File: src/hw/rtl/cbc_pkg.sv
// cartridge bank controller package: opcodes, register indexes, handshake
// command struct and sizing constants shared by the controller and datapath
// no dependencies
package cbc_pkg;

    localparam int CBC_RAM_BYTES        = 32768;
    localparam int CBC_ROM_ADDRESS_BITS = 21;

    localparam int CBC_ROM_ADDR_W  = 21;
    localparam int CBC_S_TDATA_W   = 24;
    localparam int CBC_M_TDATA_W   = 32;
    localparam int CBC_CFG_INDEX_W = 1;
    localparam int CBC_CFG_DATA_W  = 8;

    typedef enum logic [1:0] {
        OP_ROM_READ  = 2'd0,
        OP_CTRL_WR   = 2'd1,
        OP_RAM_READ  = 2'd2,
        OP_RAM_WRITE = 2'd3
    } opcode_t;

    typedef enum logic [CBC_CFG_INDEX_W-1:0] {
        REG_ROM_BANK_COUNT = 1'b0,
        REG_RAM_SIZE_CODE  = 1'b1
    } cfg_reg_t;

    // commands from the controller to the datapath
    typedef struct packed {
        logic load_in;
        logic exec;
        logic load_out;
    } cbc_cmd_t;

    // external ram size in bytes for the size code
    function automatic logic [16:0] ram_size_bytes(input logic [1:0] code);
        logic [16:0] size;
        begin
            unique case (code)
                2'd0:    size = 17'd0;
                2'd1:    size = 17'd2048;
                2'd2:    size = 17'd8192;
                default: size = 17'd32768;
            endcase
            return size;
        end
    endfunction

endpackage

File: src/hw/rtl/cbc_ctrl.sv
// cartridge bank controller sequencer: input/output handshake and the
// accept, execute, respond sequence; depends on cbc_pkg
module cbc_ctrl
    import cbc_pkg::*;
(
    input  logic     clk,
    input  logic     rst_n,
    input  logic     s_tvalid,
    output logic     s_tready,
    output logic     m_tvalid,
    input  logic     m_tready,
    output cbc_cmd_t cmd
);

    typedef enum logic [1:0] {
        ST_IDLE,
        ST_EXEC,
        ST_RESP
    } state_t;

    state_t state_reg;
    logic   s_tready_reg;
    logic   m_tvalid_reg;
    logic   out_free;

    assign out_free     = !m_tvalid_reg || m_tready;
    assign cmd.load_in  = s_tvalid && s_tready_reg;
    assign cmd.exec     = (state_reg == ST_EXEC);
    assign cmd.load_out = (state_reg == ST_RESP) && out_free;

    assign s_tready = s_tready_reg;
    assign m_tvalid = m_tvalid_reg;

    always_ff @(posedge clk or negedge rst_n)
    begin
        if (!rst_n)
        begin
            state_reg    <= ST_IDLE;
            s_tready_reg <= 1'b0;
            m_tvalid_reg <= 1'b0;
        end
        else
        begin
            if (cmd.load_out)
            begin
                m_tvalid_reg <= 1'b1;
            end
            else if (m_tvalid_reg && m_tready)
            begin
                m_tvalid_reg <= 1'b0;
            end
            unique case (state_reg)
                ST_IDLE:
                begin
                    s_tready_reg <= !cmd.load_in;
                    if (cmd.load_in)
                    begin
                        state_reg <= ST_EXEC;
                    end
                end
                ST_EXEC:
                begin
                    state_reg <= ST_RESP;
                end
                ST_RESP:
                begin
                    // wait for the output register to drain
                    if (out_free)
                    begin
                        s_tready_reg <= 1'b1;
                        state_reg    <= ST_IDLE;
                    end
                end
                default:
                begin
                    state_reg <= ST_IDLE;
                end
            endcase
        end
    end

    a_ready_only_idle: assert property (@(posedge clk) disable iff (!rst_n)
        s_tready_reg |-> state_reg == ST_IDLE)
        else $error("input ready outside idle");

    a_accept_to_exec: assert property (@(posedge clk) disable iff (!rst_n)
        cmd.load_in |=> state_reg == ST_EXEC && !s_tready_reg)
        else $error("accepted item did not start execution");

    a_load_shows_result: assert property (@(posedge clk) disable iff (!rst_n)
        cmd.load_out |=> m_tvalid_reg && s_tready_reg)
        else $error("result load did not present output");

endmodule

File: config.mk
export PLATFORM = sky130hd
export DESIGN_NAME = cbc_ctrl
export DESIGN_NICKNAME = d
export VERILOG_FILES = /design/src/hw/rtl/cbc_pkg.sv /design/src/hw/rtl/cbc_ctrl.sv
export SDC_FILE = /design/constraint.sdc
export NUM_CORES = 1
export LEC_CHECK = 0
export ABC_CLOCK_PERIOD_IN_PS = 1300
export BUFFER_PORTS_ARGS = -buffer_cell sky130_fd_sc_hd__buf_2
export CAP_MARGIN = 10
export CELL_PAD_IN_SITES_DETAIL_PLACEMENT = 1
export CELL_PAD_IN_SITES_GLOBAL_PLACEMENT = 2
export CORE_AREA = 2 2 39 41
export CTS_BUF_LIST = sky130_fd_sc_hd__clkbuf_4 sky130_fd_sc_hd__clkbuf_8 sky130_fd_sc_hd__clkbuf_16
export CTS_CLUSTER_DIAMETER = 200
export DETAILED_ROUTE_END_ITERATION = 8
export DIE_AREA = 0 0 41 43
export PLACE_DENSITY_LB_ADDON = 0.3
export REMOVE_ABC_BUFFERS = 1
export SLEW_MARGIN = 20
export SYNTH_ARGS = -nofsm -noshare
export SYNTH_HDL_FRONTEND = slang
export SYNTH_SLANG_ARGS = --single-unit
File: constraint.sdc
create_clock -name clk -period 1.3 [get_ports clk]
set_clock_uncertainty 0.05 [all_clocks]
set_input_delay 0.195 -clock clk [delete_from_list [all_inputs] [get_ports clk]]
set_output_delay 0.195 -clock clk [all_outputs]
set_load 0.005 [all_outputs]
; ---- Word level (Yosys, flattened, before mapping)
; Cells that the tools add are included.
[classes]
n_eq_ne = 4
muxes = 7
n_reduce_logical = 11
[op_table]
columns = op, n
row1 = case mux 2 bit (3 select lines), 1
row2 = 2-to-1 mux 2 bit, 2
row3 = "inequality test 2 bit, second input constant", 2
row4 = AND reduction 2 bit, 2
row5 = nonzero test 2 bit, 2
row6 = logical AND 1 bit, 3
row7 = 2-to-1 mux 1 bit, 3
row8 = "== test 2 x 1 -> 1 bit, second input constant", 1
row9 = "== test 2 bit, second input constant", 1
row10 = zero test 1 bit, 2
row11 = zero test 2 bit, 1
row12 = case mux 1 bit (2 select lines), 1
row13 = logical OR 1 bit, 1
[word_totals]
ff_bits = 4
in_bits = 4
output_inout_bits = 5
elab_cells = 25

; ---- Depth between registers and ports, before layout
; Gate-level depths: netlist of run 1.
[depth]
word_depth = 4
depth_mapped = 2
ltp_nobuf = 2

; ---- Least setup slack after synthesis of run 1
; OpenSTA, ideal clock, no wires.
[synth_path]
kind = flip-flop to output port
startpoint = register state_reg[0]
endpoint = output port cmd[0] (netlist bit)
t_arrival_ps = 703
t_required_ps = 1055
path_slack_ps = 352
path_stages_with_launch = 3
path_buffers = 0
cell_sequence = dfrtp_1 -> nand2b_1 -> nor2b_1
[synth_lines]
columns = element, line_no
row1 = "start, declared", cbc_ctrl.sv:21  ; state_t state_reg;
row2 = "start signal, assigned", cbc_ctrl.sv:38  ; state_reg <= ST_IDLE;
row3 = "start signal, assigned", cbc_ctrl.sv:58  ; state_reg <= ST_EXEC;
row4 = "start signal, assigned", cbc_ctrl.sv:63  ; state_reg <= ST_RESP;
row5 = "end, declared", cbc_ctrl.sv:12  ; output cbc_cmd_t cmd

==> flow_summary_export.csv, run 1 <==
group,metric,value,unit
final_layout,area_growth,54.37,%
clock_network,cts_tree,"yes",
power,p_total,662.4,µW
floorplan,start_util,14.47,%
run_status,status,"completed",
clock_network,h-tree-depth,1,
flow_run,max_cap_viol_count,0,
floorplan,num_rows,14,
critical_path,crit_chain,"nand2b_4 > nor2b_1 > buf_2",
route,met1Wirelength,205,µm
power,switching_share,31.37,%
sta,holdWs,0.2097,ns
route,wirelength,443,µm
clock_network,cts_buffers,3,
power,peakVddDrop,0.7032,mV
place,port_buffers,8,
power,leakage,0.1496,nW
power,clkPwrFrac,22.5,%
clock_network,clkTransAtPathRegs,0.04,ns
sta,worstMarginPinSlew,0.2461,ns
yosys,syn_inst,15,
power,combPwrFrac,39.5,%
sta,setup_violations,0,
final_layout,largest_reg_flops,2,
route,drc,0,
place,routabilityCongestion,0.6714,
critical_path,required,1.05,ns
critical_path,critPathMaxStageDelay,0.39,ns
final_layout,drive_above_1_share,67.86,%
yosys,ys_warn_count,0,
route,wl_met2,193,µm
route,top_layer,"met3",
sta,finalHoldViolCount,0,
critical_path,arrival,0.99,ns
global_route,grt_antenna_before_repair,0,
critical_path,slowest_stage,"dfrtp_1",
sta,slew_headroom,83.57,%
global_route,track_usage,6.357,%
global_route,gr-total-overflow,0,
critical_path,crit_path_max_fanout,3,
route,routedWlPerCell,10.07,µm
yosys,synth_seq_cells,4,
power,netSwitchingPower,207.8,µW
floorplan,fp.dieH,43,µm
route,drtPass1Iterations,1,
global_route,grt_max_degree,6,
power,power.internal,454.6,µW
sta,period_share,94.87,%
final_layout,antennaDiodeCount,0,
yosys,yosysSeqAreaShare,50.00,%
critical_path,crit_path_end_kind,"primary output",
critical_path,start_kind,"flop",
yosys,synth_top_cell_by_area,"dfrtp_1",
route,num_vias,163,
floorplan,core-area,0.001384,mm²
yosys,synth_top_area_share,50.00,%
yosys,synth_area,200.2,µm²
sta,drv_slew,0,
clock_network,numClockSinks,4,
clock_network,clock_path_buffers,2,
floorplan,io_pins,9,
floorplan,die_area,0.001763,mm²
route,drt-vias-per-instance,3.705,
critical_path,crit_type,"flop to primary output",
hold_path,hold_class,"input port to flop",
global_route,grt_pass1_vias,178,
yosys,synth_area_per_cell,13.35,µm²
yosys,yosys-top-cells-area,"dfrtp_1 (50%), nor4bb_4 (13%), and4bb_2 (6.3%), nand2b_1 (6.3%), nor2b_1 (6.3%)",
floorplan,die_w,41,µm
sta,fmax,810.8,MHz
power,p_per_area,2143,mW/mm²
route,antenna_left,0,
clock_network,insertion_delay,0.23,ns
yosys,synth_cell_types,10,
power,power_frac_seq,38.0,%
clock_network,cts_root_buffer,"clkbuf_4",
route,met3WireLength,44,µm
sta,finalCriticalPeriod,1.233,ns
final_layout,final_nets,34,
global_route,grt_pass1_wl,683,µm
route,drt_iter0_drc,0,
[critical path: cells and delay by family, from the launching register on]
family / cells / cell delay, ns
buffers and inverters: 1 / 0.12
flip-flops: 1 / 0.39
AND/OR/NAND/NOR: 2 / 0.26
[cell usage after synthesis (all sizes together)]
cell,number
and4bb,1
nor3,1
and2,1
and2b,1
nand2,1
o21bai,1
dfrtp,4
nand2b,2
nor2b,2
nor4bb,1
[through the flow]
stage                     setup slack (ns)  utilization [%]  area, µm²  setup TNS, ns  std cells
after global routing             -0.003765            22.33      309.0      -0.003765         44
after floorplan                     0.3523                -      200.2              0         15
final                              0.06670            22.33      309.0              0         44
after detailed placement            0.2207            18.81      260.3              0         39
after CTS                          0.01901            21.70      300.3              0         44
after global placement              0.2473            18.81      260.3              0         39
[cell type report]
type | instances | area (µm²)
clock buffers | 3 | 22.52
fillers | 166 | 1075
multi-input cells | 11 | 107.6
flip-flops and latches | 4 | 101.3
well taps | 16 | 20.02
repair buffers | 10 | 57.56
[power groups by stage]
| stage | registers (mW) | logic [mW] | clock network (mW) |
|---|---|---|---|
| floorplan | 0.236 | 0.138 | 0 |
| global placement | 0.249 | 0.216 | 0 |
| detailed placement | 0.249 | 0.219 | 0 |
| CTS | 0.239 | 0.251 | 0.159 |
| global route | 0.264 | 0.292 | 0.167 |
| finish | 0.252 | 0.261 | 0.149 |
[cell usage in the layout, fill, tap and decap left out, drive strengths merged]
| cell | n |
|---|---|
| and2b | 1 |
| o21bai | 1 |
| nand2 | 1 |
| nor4bb | 1 |
| and4bb | 1 |
| nor2b | 2 |
| clkbuf | 3 |
| nor3 | 1 |
| buf | 9 |
| dlygate4sd3 | 1 |
| and2 | 1 |
| nand2b | 2 |
| dfrtp | 4 |
[path summary, 6_finish.rpt]
path	depth (start not counted)	from	endpoint	slack, ns
worst min register to register	1	state_reg[1]$_DFFE_PN0P_	state_reg[0]$_DFFE_PN0P_	0.49
min in group asynchronous	2	rst_n	m_tvalid$_DFFE_PN0P_	0.26
max in group asynchronous	2	rst_n	state_reg[1]$_DFFE_PN0P_	0.80
worst max register to register	3	state_reg[0]$_DFFE_PN0P_	s_tready$_DFFE_PN0P_	0.20
worst max-delay path	3	state_reg[0]$_DFFE_PN0P_	cmd[0]	0.07
worst min-delay path	2	s_tvalid	state_reg[0]$_DFFE_PN0P_	0.21
[kinds of logic (layout without fill, tap and decap cells)]
kind of cell / count (synthesis) / count (layout) / synth area share (%)
AND/OR/NAND/NOR: 10 / 10 / 46.25
flip-flops: 4 / 4 / 50.00
AO/OA/AOI/OAI: 1 / 1 / 3.751
buffers and inverters: 0 / 13 / 0
[per-layer routing]
layer | track usage [%] | vias up
met5 | 0 | -
met2 | 7.813 | 8
li1 | - | 80
met1 | 7.516 | 75
met3 | 3.141 | 0
met4 | 6.000 | 0
[what timing repair did]
item | 4_1_cts | 5_1_grt
gates resized for setup | 0 | 2
endpoints found under the setup margin | 1 | 1
hold endpoints to repair | 4 | 0
hold buffers | 1 | 0
buffers inserted | 1 | 0
Power figures use the tool's default switching activity.
==> run 2: changes to the inputs <==
--- a/config.mk
+++ b/config.mk
@@ -16,6 +16,7 @@
 export DETAILED_ROUTE_END_ITERATION = 8
 export DIE_AREA = 0 0 41 43
 export PLACE_DENSITY_LB_ADDON = 0.3
+export RECOVER_POWER = 25
 export REMOVE_ABC_BUFFERS = 1
 export SLEW_MARGIN = 20
 export SYNTH_ARGS = -nofsm -noshare
==> run 2 against run 1 <==
  * Setup slack unchanged
  * Global-route usage unchanged
  * Via count unchanged
  * Cell count unchanged
  * Register-to-register slack about the same
  * Core utilization down 0.090 points
  * Routed wire length down 0.45%
  * Clock-buffer cell count unchanged
  * Combinational power about the same
  * Power about the same
  * Largest cell class unchanged
  * Highest routed layer unchanged
==> flow_summary_export.csv, run 2 (same netlist as run 1, synthesis figures left out) <==
group,metric,value,unit
floorplan,start_util,14.47,%
global_route,track_usage,6.357,%
sta,finalCriticalPeriod,1.233,ns
floorplan,io_pins,9,
final_layout,drive_above_1_share,64.29,%
place,routabilityCongestion,0.6714,
final_layout,final_nets,34,
critical_path,required,1.05,ns
power,power.internal,454.1,µW
sta,finalHoldViolCount,0,
floorplan,core-area,0.001384,mm²
power,power_frac_seq,38.0,%
sta,fmax,810.8,MHz
critical_path,crit_path_max_fanout,3,
place,port_buffers,8,
global_route,grt_antenna_before_repair,0,
route,drt_iter0_drc,0,
route,drt-vias-per-instance,3.705,
critical_path,critPathMaxStageDelay,0.39,ns
critical_path,crit_chain,"nand2b_4 > nor2b_1 > buf_2",
power,switching_share,31.39,%
route,drc,0,
global_route,gr-total-overflow,0,
clock_network,h-tree-depth,1,
power,netSwitchingPower,207.8,µW
place,pre_cts_ws,0.2207,ns
sta,worstMarginPinSlew,0.2461,ns
place,dpl.cell_count,39,
power,leakage,0.1468,nW
place,place_area,260.3,µm²
route,drtPass1Iterations,1,
sta,period_share,94.87,%
sta,setup_violations,0,
critical_path,slowest_stage,"dfrtp_1",
hold_path,hold_class,"input port to flop",
critical_path,crit_buf_inv,1,
clock_network,cts_tree,"yes",
final_layout,fin_area,307.8,µm²
global_route,grt_pass1_vias,178,
global_route,grt_max_degree,6,
run_status,status,"completed",
clock_network,clock_path_buffers,2,
route,antenna_left,0,
clock_network,cts_root_buffer,"clkbuf_4",
sta,final.setup.worst_slack,0.06670,ns
final_layout,area_growth,53.75,%
floorplan,fp.dieH,43,µm
sta,slew_headroom,83.57,%
floorplan,die_w,41,µm
critical_path,arrival,0.99,ns
clock_network,cts_buffers,3,
critical_path,start_kind,"flop",
power,peakVddDrop,0.7032,mV
power,combPwrFrac,39.4,%
clock_network,numClockSinks,4,
critical_path,crit_path_end_kind,"primary output",
final_layout,final_util,22.24,%
clock_network,clkTransAtPathRegs,0.04,ns
flow_run,max_cap_viol_count,0,
sta,drv_slew,0,
global_route,grt_pass1_wl,683,µm
clock_network,insertion_delay,0.23,ns
final_layout,mostFrequentLayoutCells,"buf_2 (7), clkbuf_4 (3), dfrtp_1 (3)",
route,num_vias,163,
final_layout,finalNonFillerCells,44,
floorplan,die_area,0.001763,mm²
floorplan,num_rows,14,
power,p_per_area,2151,mW/mm²
critical_path,crit_type,"flop to primary output",
final_layout,largest_reg_flops,2,
critical_path,cp_top_family,"flip-flops",
final_layout,mostFrequentLayoutCell,"buf_2",
route,wirelength,441,µm
power,clkPwrFrac,22.5,%
final_layout,antennaDiodeCount,0,
route,routedWlPerCell,10.02,µm
[run 2: changes by cell type in the layout (fill, tap and decap cells not counted), sizes merged]
cell,delta
buf,-1
clkbuf,+1
[run 2: stage by stage]
stage          hold WS, ns    TNS, ns  power, mW
2_1_floorplan      -0.1506          0     0.3744
3_3_place_gp      -0.04504          0     0.4644
4_1_cts             0.2045          0     0.6481
6_report            0.2097          0     0.6619
5_1_grt             0.2112  -0.003765     0.7217
3_5_place_dp      -0.03761          0     0.4679
[run 2: final timing paths]
path / start / endpoint / slack (ns) / cells past startpoint
min reg2reg: state_reg[1]$_DFFE_PN0P_ / state_reg[0]$_DFFE_PN0P_ / 0.49 / 1
max: state_reg[0]$_DFFE_PN0P_ / cmd[0] / 0.07 / 3
max reg2reg: state_reg[0]$_DFFE_PN0P_ / s_tready$_DFFE_PN0P_ / 0.20 / 3
min: s_tvalid / state_reg[0]$_DFFE_PN0P_ / 0.21 / 2
min in group asynchronous: rst_n / m_tvalid$_DFFE_PN0P_ / 0.29 / 2
max in group asynchronous: rst_n / state_reg[1]$_DFFE_PN0P_ / 0.69 / 2
[run 2: power groups by stage]
stage | clock network [mW] | logic (mW) | registers, mW
6_report | 0.149 | 0.261 | 0.252
5_1_grt | 0.167 | 0.291 | 0.264
4_1_cts | 0.159 | 0.251 | 0.239
3_5_place_dp | 0 | 0.219 | 0.249
3_3_place_gp | 0 | 0.216 | 0.249
2_1_floorplan | 0 | 0.138 | 0.236
[run 2: repair_timing]
action | in CTS | in global routing
buffers inserted | 1 | 0
hold buffers | 1 | 0
gates resized for setup | 0 | 2
endpoints found under the setup margin | 1 | 1
endpoints found under the hold margin | 4 | 0
[run 2: cell type report]
type | instances | area, µm²
clock buffer | 3 | 22.52
fill | 165 | 1076
multi-input combinational | 11 | 107.6
sequential | 4 | 101.3
tap | 16 | 20.02
timing repair buffer | 10 | 56.30
[run 2: per-layer routing]
metal  part of all wire (%)  vias to the layer above  global-route usage, %
met1                     46                       75                  7.516
met5                      0                        -                      0
met2                     44                        8                  7.813
met4                      0                        0                  6.000
met3                     10                        0                  3.141
li1                       -                       80                      -
